<file path="src/rtl/epoch_calendar_converter_assert.svh">
// ----------------------------------------------------------------------------
// Epoch calendar converter assertion macros
// Shared property forms for the converter's concurrent checks.
// ----------------------------------------------------------------------------
`ifndef EPOCH_CALENDAR_CONVERTER_ASSERT_SVH
`define EPOCH_CALENDAR_CONVERTER_ASSERT_SVH

// Same-cycle implication, sampled on clk, off during reset
`define ECC_ASSERT_IMPLY(lbl, ante, cons) \
    lbl: assert property (@(posedge clk) disable iff (!rst_n) (ante) |-> (cons)) \
        else $error("converter check failed");

// Next-cycle implication, sampled on clk, off during reset
`define ECC_ASSERT_NEXT(lbl, ante, cons) \
    lbl: assert property (@(posedge clk) disable iff (!rst_n) (ante) |=> (cons)) \
        else $error("converter check failed");

`endif

</file>
<file path="src/rtl/ecc_pkg.sv">
// ----------------------------------------------------------------------------
// Epoch calendar converter package
// Payload types, controller/datapath interface structs and calendar constants.
// ----------------------------------------------------------------------------
package ecc_pkg;

    localparam int SECONDS_WIDTH = 32;
    localparam int REM_W         = 32;
    localparam int QUOT_W        = 16;
    localparam int DAYS_W        = 17;
    localparam int SUM_W         = 34;
    localparam int HMS_W         = 17;
    localparam int NUM_W         = 25;
    localparam int RECIP_W       = 26;
    localparam int PROD_W        = 51;

    localparam logic [11:0] BASE_YEAR = 12'd1970;
    // last year whose first day still lies inside a 32-bit seconds range
    localparam logic [11:0] MAX_YEAR  = 12'd2106;

    localparam logic [6:0] BASE_MOD100 = 7'd70;
    localparam logic [8:0] BASE_MOD400 = 9'd370;

    localparam logic [DAYS_W-1:0] SECS_PER_DAY  = 17'd86400;
    localparam logic [HMS_W-1:0]  SECS_PER_HOUR = 17'd3600;
    localparam logic [HMS_W-1:0]  SECS_PER_MIN  = 17'd60;

    // ceil(2^k / d) for the odd part of each divisor: 675 (k 35), 225 (k 21), 15 (k 14)
    localparam logic [RECIP_W-1:0] RECIP_DAY  = 26'd50903317;
    localparam logic [RECIP_W-1:0] RECIP_HOUR = 26'd9321;
    localparam logic [RECIP_W-1:0] RECIP_MIN  = 26'd1093;

    localparam logic [SUM_W-1:0] MAX_SECONDS =
        SUM_W'((64'd1 << SECONDS_WIDTH) - 64'd1);

    localparam logic [3:0] MONTH_JAN = 4'd1;
    localparam logic [3:0] MONTH_DEC = 4'd12;

    typedef enum logic [1:0] {
        DIV_DAY,
        DIV_HOUR,
        DIV_MIN
    } div_sel_t;

    typedef enum logic [3:0] {
        ST_IDLE,
        ST_CHECK,
        ST_DIV_DAY,
        ST_DIV_HOUR,
        ST_DIV_MIN,
        ST_YEAR,
        ST_MONTH,
        ST_MUL,
        ST_SUM,
        ST_EMIT
    } state_t;

    typedef struct packed {
        logic        req_type;
        logic [11:0] in_year;
        logic [3:0]  in_month;
        logic [4:0]  in_day;
        logic [4:0]  in_hour;
        logic [5:0]  in_minute;
        logic [5:0]  in_second;
        logic [31:0] in_epoch;
    } req_t;

    typedef struct packed {
        logic [31:0] out_epoch;
        logic [11:0] out_year;
        logic [3:0]  out_month;
        logic [4:0]  out_day;
        logic [4:0]  out_hour;
        logic [5:0]  out_minute;
        logic [5:0]  out_second;
        logic        out_error;
    } rsp_t;

    typedef struct packed {
        logic     load;
        logic     div_step;
        div_sel_t div_sel;
        logic     year_step;
        logic     month_step;
        logic     add_day;
        logic     mul_step;
        logic     sum_step;
        logic     set_err;
        logic     emit;
    } cmd_t;

    typedef struct packed {
        logic req_type;
        logic field_bad;
        logic div_last;
        logic year_done;
        logic month_done;
        logic day_bad;
        logic out_free;
    } status_t;

    function automatic logic [4:0] month_len(input logic [3:0] month, input logic leap);
        logic [4:0] len;
        case (month)
            4'd1, 4'd3, 4'd5, 4'd7, 4'd8, 4'd10, 4'd12: len = 5'd31;
            4'd4, 4'd6, 4'd9, 4'd11:                    len = 5'd30;
            4'd2:                                       len = leap ? 5'd29 : 5'd28;
            default:                                    len = 5'd0;
        endcase
        return len;
    endfunction

endpackage

</file>
<file path="src/rtl/ecc_ctrl.sv">
// ----------------------------------------------------------------------------
// Epoch calendar converter controller
// Sequences capture, division passes, year and month walks and result hand-off.
// ----------------------------------------------------------------------------
module ecc_ctrl (
    input  logic             clk,
    input  logic             rst_n,
    input  logic             req_valid,
    output logic             req_ready,
    input  ecc_pkg::status_t status,
    output ecc_pkg::cmd_t    cmd
);
    import ecc_pkg::*;

    state_t state_reg;
    state_t state_next;

    always_ff @(posedge clk or negedge rst_n)
    begin
        if (!rst_n)
        begin
            state_reg <= ST_IDLE;
        end
        else
        begin
            state_reg <= state_next;
        end
    end

    always_comb
    begin
        state_next  = state_reg;
        req_ready   = 1'b0;
        cmd         = '0;
        cmd.div_sel = DIV_DAY;
        unique case (state_reg)
            ST_IDLE:
            begin
                req_ready = 1'b1;
                if (req_valid)
                begin
                    cmd.load   = 1'b1;
                    state_next = ST_CHECK;
                end
            end
            ST_CHECK:
            begin
                priority if (status.req_type)
                begin
                    state_next = ST_DIV_DAY;
                end
                else if (status.field_bad)
                begin
                    cmd.set_err = 1'b1;
                    state_next  = ST_EMIT;
                end
                else
                begin
                    state_next = ST_YEAR;
                end
            end
            ST_DIV_DAY:
            begin
                cmd.div_step = 1'b1;
                cmd.div_sel  = DIV_DAY;
                if (status.div_last)
                begin
                    state_next = ST_DIV_HOUR;
                end
            end
            ST_DIV_HOUR:
            begin
                cmd.div_step = 1'b1;
                cmd.div_sel  = DIV_HOUR;
                if (status.div_last)
                begin
                    state_next = ST_DIV_MIN;
                end
            end
            ST_DIV_MIN:
            begin
                cmd.div_step = 1'b1;
                cmd.div_sel  = DIV_MIN;
                if (status.div_last)
                begin
                    state_next = ST_YEAR;
                end
            end
            ST_YEAR:
            begin
                if (status.year_done)
                begin
                    state_next = ST_MONTH;
                end
                else
                begin
                    cmd.year_step = 1'b1;
                end
            end
            ST_MONTH:
            begin
                priority if (!status.month_done)
                begin
                    cmd.month_step = 1'b1;
                end
                else if (status.req_type)
                begin
                    state_next = ST_EMIT;
                end
                else if (status.day_bad)
                begin
                    cmd.set_err = 1'b1;
                    state_next  = ST_EMIT;
                end
                else
                begin
                    cmd.add_day = 1'b1;
                    state_next  = ST_MUL;
                end
            end
            ST_MUL:
            begin
                cmd.mul_step = 1'b1;
                state_next   = ST_SUM;
            end
            ST_SUM:
            begin
                cmd.sum_step = 1'b1;
                state_next   = ST_EMIT;
            end
            ST_EMIT:
            begin
                // hold until the output register can take the result
                if (status.out_free)
                begin
                    cmd.emit   = 1'b1;
                    state_next = ST_IDLE;
                end
            end
            default:
            begin
                state_next = ST_IDLE;
            end
        endcase
    end

endmodule

</file>
<file path="src/rtl/ecc_dp.sv">
// ----------------------------------------------------------------------------
// Epoch calendar converter datapath
// Reciprocal constant divider, year/month walker, seconds accumulator, output
// register.
// ----------------------------------------------------------------------------
module ecc_dp (
    input  logic             clk,
    input  logic             rst_n,
    input  ecc_pkg::req_t    req,
    input  ecc_pkg::cmd_t    cmd,
    output ecc_pkg::status_t status,
    output logic             rsp_valid,
    input  logic             rsp_ready,
    output ecc_pkg::rsp_t    rsp
);
    import ecc_pkg::*;

    req_t              req_reg;
    logic [REM_W-1:0]  rem_reg, rem_next;
    logic [QUOT_W-1:0] quot_reg, quot_next;
    logic              phase_reg, phase_next;
    logic [DAYS_W-1:0] days_reg, days_next;
    logic [4:0]        hour_reg, hour_next;
    logic [5:0]        min_reg, min_next;
    logic [11:0]       year_reg, year_next;
    logic [6:0]        mod100_reg, mod100_next;
    logic [8:0]        mod400_reg, mod400_next;
    logic [3:0]        month_reg, month_next;
    logic [SUM_W-1:0]  prod_reg, prod_next;
    logic [SUM_W-1:0]  sum_reg, sum_next;
    logic              err_reg, err_next;
    rsp_t              rsp_reg, rsp_next;
    logic              rsp_valid_reg, rsp_valid_next;

    logic               leap;
    logic [8:0]         year_len;
    logic [4:0]         mon_len;
    logic [REM_W-1:0]   divisor;
    logic [NUM_W-1:0]   div_num;
    logic [RECIP_W-1:0] recip;
    logic [PROD_W-1:0]  recip_prod;
    logic [QUOT_W-1:0]  quot_est;
    logic [HMS_W-1:0]   hms;
    logic               fwd_fail;

    assign leap = ((year_reg[1:0] == 2'd0) && (mod100_reg != 7'd0)) || (mod400_reg == 9'd0);
    assign year_len = leap ? 9'd366 : 9'd365;
    assign mon_len  = month_len(month_reg, leap);

    // drop the power-of-two factor of the divisor, then multiply by the reciprocal of the rest
    always_comb
    begin
        unique case (cmd.div_sel)
            DIV_DAY:
            begin
                divisor = REM_W'(SECS_PER_DAY);
                div_num = rem_reg[31:7];
                recip   = RECIP_DAY;
            end
            DIV_HOUR:
            begin
                divisor = REM_W'(SECS_PER_HOUR);
                div_num = NUM_W'(rem_reg[16:4]);
                recip   = RECIP_HOUR;
            end
            DIV_MIN:
            begin
                divisor = REM_W'(SECS_PER_MIN);
                div_num = NUM_W'(rem_reg[11:2]);
                recip   = RECIP_MIN;
            end
            default:
            begin
                divisor = REM_W'(SECS_PER_MIN);
                div_num = NUM_W'(rem_reg[11:2]);
                recip   = RECIP_MIN;
            end
        endcase
    end

    assign recip_prod = PROD_W'(div_num) * PROD_W'(recip);

    always_comb
    begin
        unique case (cmd.div_sel)
            DIV_DAY:  quot_est = recip_prod[50:35];
            DIV_HOUR: quot_est = recip_prod[36:21];
            DIV_MIN:  quot_est = recip_prod[29:14];
            default:  quot_est = recip_prod[29:14];
        endcase
    end

    assign hms = HMS_W'(req_reg.in_hour) * SECS_PER_HOUR
               + HMS_W'(req_reg.in_minute) * SECS_PER_MIN
               + HMS_W'(req_reg.in_second);

    assign fwd_fail = err_reg || (sum_reg > MAX_SECONDS);

    always_comb
    begin
        status.req_type   = req_reg.req_type;
        status.field_bad  = (req_reg.in_year < BASE_YEAR) || (req_reg.in_year > MAX_YEAR)
                         || (req_reg.in_month == 4'd0) || (req_reg.in_month > MONTH_DEC)
                         || (req_reg.in_day == 5'd0) || (req_reg.in_hour > 5'd23)
                         || (req_reg.in_minute > 6'd59) || (req_reg.in_second > 6'd59);
        status.div_last   = phase_reg;
        status.year_done  = req_reg.req_type ? (days_reg < DAYS_W'(year_len))
                                             : (year_reg == req_reg.in_year);
        status.month_done = req_reg.req_type
                          ? ((month_reg == MONTH_DEC) || (days_reg < DAYS_W'(mon_len)))
                          : (month_reg == req_reg.in_month);
        status.day_bad    = req_reg.in_day > mon_len;
        status.out_free   = !rsp_valid_reg || rsp_ready;
    end

    always_comb
    begin
        rem_next    = rem_reg;
        quot_next   = quot_reg;
        phase_next  = phase_reg;
        days_next   = days_reg;
        hour_next   = hour_reg;
        min_next    = min_reg;
        year_next   = year_reg;
        mod100_next = mod100_reg;
        mod400_next = mod400_reg;
        month_next  = month_reg;
        prod_next   = prod_reg;
        sum_next    = sum_reg;
        err_next    = err_reg;

        if (cmd.load)
        begin
            rem_next    = req.in_epoch;
            quot_next   = '0;
            phase_next  = 1'b0;
            days_next   = '0;
            year_next   = BASE_YEAR;
            mod100_next = BASE_MOD100;
            mod400_next = BASE_MOD400;
            month_next  = MONTH_JAN;
            err_next    = 1'b0;
        end

        if (cmd.div_step)
        begin
            if (!phase_reg)
            begin
                quot_next  = quot_est;
                phase_next = 1'b1;
            end
            else
            begin
                // strip the whole units and park the quotient
                rem_next   = rem_reg - REM_W'(quot_reg) * divisor;
                phase_next = 1'b0;
                unique case (cmd.div_sel)
                    DIV_DAY:  days_next = DAYS_W'(quot_reg);
                    DIV_HOUR: hour_next = quot_reg[4:0];
                    DIV_MIN:  min_next  = quot_reg[5:0];
                    default:  min_next  = quot_reg[5:0];
                endcase
            end
        end

        if (cmd.year_step)
        begin
            days_next   = req_reg.req_type ? days_reg - DAYS_W'(year_len)
                                           : days_reg + DAYS_W'(year_len);
            year_next   = year_reg + 1'b1;
            mod100_next = (mod100_reg == 7'd99) ? 7'd0 : mod100_reg + 1'b1;
            mod400_next = (mod400_reg == 9'd399) ? 9'd0 : mod400_reg + 1'b1;
        end

        if (cmd.month_step)
        begin
            days_next  = req_reg.req_type ? days_reg - DAYS_W'(mon_len)
                                          : days_reg + DAYS_W'(mon_len);
            month_next = month_reg + 1'b1;
        end

        if (cmd.add_day)
        begin
            days_next = days_reg + DAYS_W'(req_reg.in_day) - 1'b1;
        end

        if (cmd.mul_step)
        begin
            prod_next = SUM_W'(days_reg) * SUM_W'(SECS_PER_DAY);
        end

        if (cmd.sum_step)
        begin
            sum_next = prod_reg + SUM_W'(hms);
        end

        if (cmd.set_err)
        begin
            err_next = 1'b1;
        end
    end

    always_comb
    begin
        rsp_next = '0;
        if (req_reg.req_type)
        begin
            rsp_next.out_year   = year_reg;
            rsp_next.out_month  = month_reg;
            rsp_next.out_day    = 5'(days_reg + 1'b1);
            rsp_next.out_hour   = hour_reg;
            rsp_next.out_minute = min_reg;
            rsp_next.out_second = rem_reg[5:0];
        end
        else if (fwd_fail)
        begin
            rsp_next.out_error = 1'b1;
        end
        else
        begin
            rsp_next.out_epoch = sum_reg[31:0];
        end
    end

    always_comb
    begin
        if (cmd.emit)
        begin
            rsp_valid_next = 1'b1;
        end
        else if (rsp_ready)
        begin
            rsp_valid_next = 1'b0;
        end
        else
        begin
            rsp_valid_next = rsp_valid_reg;
        end
    end

    always_ff @(posedge clk or negedge rst_n)
    begin
        if (!rst_n)
        begin
            rsp_valid_reg <= 1'b0;
        end
        else
        begin
            rsp_valid_reg <= rsp_valid_next;
        end
    end

    always_ff @(posedge clk)
    begin
        if (cmd.load)
        begin
            req_reg <= req;
        end
        if (cmd.emit)
        begin
            rsp_reg <= rsp_next;
        end
        rem_reg    <= rem_next;
        quot_reg   <= quot_next;
        phase_reg  <= phase_next;
        days_reg   <= days_next;
        hour_reg   <= hour_next;
        min_reg    <= min_next;
        year_reg   <= year_next;
        mod100_reg <= mod100_next;
        mod400_reg <= mod400_next;
        month_reg  <= month_next;
        prod_reg   <= prod_next;
        sum_reg    <= sum_next;
        err_reg    <= err_next;
    end

    assign rsp_valid = rsp_valid_reg;
    assign rsp       = rsp_reg;

endmodule

</file>
<file path="src/rtl/epoch_calendar_converter.sv">
// Sequencing: calendar to epoch runs from the request transfer to rsp_valid through the
// year walk (up to 136 steps) and the month walk; epoch to calendar first runs the three
// divider passes (day, hour, minute), then the year and month walks.
// Throughput: one request at a time; the next transfer is taken the cycle after the result
// enters the output register, which may still be waiting on rsp_ready.
// Reset: rst_n clears the controller to idle and empties the output register.
// ----------------------------------------------------------------------------
// Epoch calendar converter
// Converts between Unix epoch seconds and Gregorian calendar fields.
// ----------------------------------------------------------------------------
`include "epoch_calendar_converter_assert.svh"

module epoch_calendar_converter (
    input  logic          clk,
    input  logic          rst_n,
    input  logic          req_valid,
    output logic          req_ready,
    input  ecc_pkg::req_t req,
    output logic          rsp_valid,
    input  logic          rsp_ready,
    output ecc_pkg::rsp_t rsp
);
    import ecc_pkg::*;

    cmd_t    cmd;
    status_t status;
    logic    rsp_clear;

    ecc_ctrl u_ctrl (
        .clk       (clk),
        .rst_n     (rst_n),
        .req_valid (req_valid),
        .req_ready (req_ready),
        .status    (status),
        .cmd       (cmd)
    );

    ecc_dp u_dp (
        .clk       (clk),
        .rst_n     (rst_n),
        .req       (req),
        .cmd       (cmd),
        .status    (status),
        .rsp_valid (rsp_valid),
        .rsp_ready (rsp_ready),
        .rsp       (rsp)
    );

    assign rsp_clear = (rsp.out_epoch == '0) && (rsp.out_year == '0)
                    && (rsp.out_month == '0) && (rsp.out_day == '0)
                    && (rsp.out_hour == '0) && (rsp.out_minute == '0)
                    && (rsp.out_second == '0);

    `ECC_ASSERT_NEXT(a_busy_after_transfer, req_valid && req_ready, !req_ready)
    `ECC_ASSERT_NEXT(a_emit_presents_result, cmd.emit, rsp_valid)
    `ECC_ASSERT_IMPLY(a_error_zeroes_fields, rsp_valid && rsp.out_error, rsp_clear)
    `ECC_ASSERT_IMPLY(a_load_alone, cmd.load, !cmd.emit && !cmd.div_step && !cmd.year_step)

endmodule
</file>
<file path="config.mk">
export PLATFORM = sky130hd
export DESIGN_NAME = epoch_calendar_converter
export DESIGN_NICKNAME = d
export VERILOG_FILES = /design/src/rtl/ecc_pkg.sv /design/src/rtl/ecc_ctrl.sv /design/src/rtl/ecc_dp.sv /design/src/rtl/epoch_calendar_converter.sv
export VERILOG_INCLUDE_DIRS = /design/src /design/src/rtl
export SDC_FILE = /design/constraint.sdc
export NUM_CORES = 2
export LEC_CHECK = 0
export CELL_PAD_IN_SITES_DETAIL_PLACEMENT = 0
export CELL_PAD_IN_SITES_GLOBAL_PLACEMENT = 1
export CORE_MARGIN = 2
export CORE_UTILIZATION = 57
export CTS_CLUSTER_SIZE = 12
export DETAILED_ROUTE_END_ITERATION = 12
export DONT_BUFFER_PORTS = 1
export PLACE_DENSITY_LB_ADDON = 0.1
export SLEW_MARGIN = 30
export SYNTH_ARGS = -nofsm -noshare
export SYNTH_HDL_FRONTEND = slang
export SYNTH_SLANG_ARGS = --single-unit
</file>
<file path="constraint.sdc">
create_clock -name clk -period 15.75 [get_ports clk]
set_clock_uncertainty 0.2 [all_clocks]
set_input_delay 1.575 -clock clk [delete_from_list [all_inputs] [get_ports clk]]
set_output_delay 1.575 -clock clk [all_outputs]
set_load 0.01 [all_outputs]
</file>
==> impl_summary.txt <==
----------------------------------------------------
[Timing]
  Slew @ Worst Pin ... 1030 ps
  Timing-limited maximum frequency ... ~100 MHz
  Number of endpoints with negative hold slack in the final report ... 0
  Final worst path period need ... roughly 10000 ps
  Final setup violation count ... 0
  Count of pins over their slew limit ... 0
  Setup repair after global routing missed its margin ... no
  Setup TNS ... 0 ps
  Ratio of final minimum period to clock period ... 0.642
  Headroom to the max-slew limit ... 0.308

[Clock tree]
  Clock transition at the registers of the reported paths ... approximately 60 ps
  Root buffer selected by CTS ... sky130_fd_sc_hd__clkbuf_16
  Total setup buffers inserted after CTS ... 0
  H-tree levels ... 2
  TritonCTS clock tree ... done
  Number of CTS-inserted buffers ... 35
  TritonCTS Sinks ... ~290
  Cts-stage hold buffer count ... 0
  Clock latency at the later pin of the worst-skew pair ... around 560 ps
  Number of buffers on the longest clock path ... 3
  Gates resized, CTS repair ... 0

[Global routing]
  Vias in the first global route ... ~29000
  Overall Global Routing Usage ... 0.320
  Maximum number of pins on one net before global-route repair ... between 60 and 70
  Number of antenna violations at the first check in global routing ... 7
  Total congestion overflow after global routing ... 0
  Global-route wire length before repair ... ~170 mm

[Floorplan]
  CORE AREA ... 68800 µm²
  Vertical extent of the die ... between 200 and 300 µm
  Placement row count ... between 90 and 100
  Horizontal extent of the die ... approximately 270 µm
  Num ports ... 148
  Starting utilization of the core area ... 0.577
  Die area ... 71800 µm²

[Yosys]
  Number of synthesis warnings ... 0
  Post-Synthesis Cell Area ... around 40000 µm²
  Top flip-flop cell by instance count after synthesis ... sky130_fd_sc_hd__edfxtp_1
  Distinct cell type count of the synthesized netlist ... 84
  Share of synthesized area occupied by flip-flops and latches ... 0.199
  Post-Synthesis Mean Instance Area ... slightly below 10 µm²
  Ys async rst share ... 0.0175
  Synth Register Bits ... between 200 and 300
  Count of mapped cells out of synthesis ... 4133
  Number of enable flip-flop cells after synthesis ... 215

[Critical path]
  Crit path max-delay cell type ... sky130_fd_sc_hd__dfrtp_1
  Path type of the worst setup path ... flip-flop to flip-flop
  Category of the worst setup path capture point ... flip-flop
  Maximum single-stage delay on the critical path ... between 700 and 800 ps
  Req. time, crit path ... approximately 16000 ps
  Data arrival, critical path ... roughly 10000 ps
  Buffers & Inverters on Critical Path ... 8
  Top delay family on crit path ... adder cells
  Crit path top cell by count ... sky130_fd_sc_hd__fa_1
  Worst-path maximum fanout ... 43
  Launching element type of the critical path ... flip-flop

[Hold path]
  Hold/Removal Path Class ... flip-flop to flip-flop

[Final layout]
  Post-route cell area ... about 42000 µm²
  Nets@finish ... around 5400
  Layout fillers ... 6027
  Syn-to-layout area delta ... 6.32%
  Flip-flop count of the largest register, all copies and words added ... a little over 70
  Commonest non-fill, non-tap cells in the layout ... sky130_fd_sc_hd__inv_1, sky130_fd_sc_hd__ha_1, sky130_fd_sc_hd__fa_1
  Layout cell share with drive strength beyond 1 ... 0.0265
  Commonest non-fill, non-tap cell in the layout ... sky130_fd_sc_hd__inv_1

[Drt]
  Pre-Repair DR Iteration Count ... 6
  Number of remaining DRC errors ... 0
  Average vias per placed instance ... roughly 5.5
  Detail Route Antenna Nets ... 0
  Post-DR wirelength/cell ... ~22 µm
  Total wirelength of the detailed-routed design ... roughly 110 mm
  Drt first-iter violations ... 2148
  Via total after detailed routing ... 28200

[Placed design]
  Placed inst area ... 41000 µm²
  Port Buffers ... 0
  Routability congestion estimate ... about 0.98
  Placed wire-length estimate after detailed placement ... roughly 90 mm

[Status]
  Run status ... finished clean

[Job]
  Max Cap Violations ... 0

----------------------------------------------------
layout make-up:
type	count	area, µm²	area share
antenna	3	7.51	0.000178
clock buffer	49	973	0.0231
clock inverter	14	246	0.00584
inverter	990	3720	0.0881
multi-input combinational	2823	28000	0.664
sequential	286	7900	0.187
tap	931	1160	0.0276
timing repair buffer	25	191	0.00453
routing by layer:
metal	share of wire	track usage	vias to the layer above
li1	-	-	13400
met1	0.47	0.477	13800
met2	0.43	0.472	887
met3	0.081	0.0701	162
met4	0.027	0.0791	6
met5	0.00039	0	-
Yosys cell counts, drive strengths merged (6+ instances only):
cell type | n | share of area
o21ai | 113 | 0.014
a21o | 59 | 0.011
nor4 | 7 | 0.0013
and2 | 76 | 0.012
buf | 19 | 0.0020
a211oi | 14 | 0.0026
a31oi | 31 | 0.0050
nand2b | 23 | 0.0036
nor2b | 31 | 0.0049
a221oi | 22 | 0.0050
a21oi | 204 | 0.026
nand4 | 30 | 0.0047
fa | 493 | 0.25
o31ai | 11 | 0.0023
o21bai | 26 | 0.0049
mux2i | 16 | 0.0040
nand2 | 233 | 0.022
and4 | 6 | 0.0013
nor2 | 213 | 0.020
inv | 990 | 0.094
clkbuf | 61 | 0.0058
o22ai | 8 | 0.0013
nand3 | 55 | 0.0069
nor3b | 7 | 0.0013
and3 | 53 | 0.0083
o21a | 20 | 0.0038
ha | 670 | 0.21
o211ai | 15 | 0.0028
xor2 | 66 | 0.015
xnor2 | 135 | 0.030
or2 | 8 | 0.0013
dfxtp | 66 | 0.033
edfxtp | 215 | 0.16
nor3 | 40 | 0.0050
or3 | 11 | 0.0017
path summary, 6_finish.rpt:
| path | start | to | slack, ps | depth (start not counted) |
|---|---|---|---|---|
| hold reg to reg | u_dp.req_reg[33] | u_dp.sum_reg[1] | 230 | 0 |
| setup / recovery | u_ctrl.state_reg[2] | u_dp.quot_reg[14] | 5630 | 30 |
| setup reg to reg | u_ctrl.state_reg[2] | u_dp.quot_reg[14] | 5630 | 30 |
| max in group asynchronous | rst_n | u_ctrl.state_reg[2] | 14770 | 0 |
| min in group asynchronous | rst_n | u_ctrl.state_reg[0] | 510 | 0 |
| hold / removal | u_dp.req_reg[33] | u_dp.sum_reg[1] | 230 | 0 |
stage by stage:
stage               hold WS [ps]  instances   util  setup slack (ps)
floorplan                    200       4179      -              7120
global placement             201       5054  0.596              6090
detailed placement           208       5054  0.596              5870
CTS                          223       5117  0.613              5810
global route                 228       5121  0.614              5100
finish                       225       5121  0.614              5630
logic make-up (layout without fill, tap and decap cells):
logic type	count (synthesis)	count (layout)	share of synthesized area
xor+xnor	201	201	0.0443
mux	17	17	0.00432
buf+inv	1070	1078	0.101
simple gates	806	806	0.0974
other cells	2	51	0.000189
compound gates	588	588	0.0939
flops	286	286	0.199
fa+ha+maj	1163	1163	0.460
Power is not shown: default switching activity piles up to over one toggle a cycle in this logic, so the estimate is an artifact.
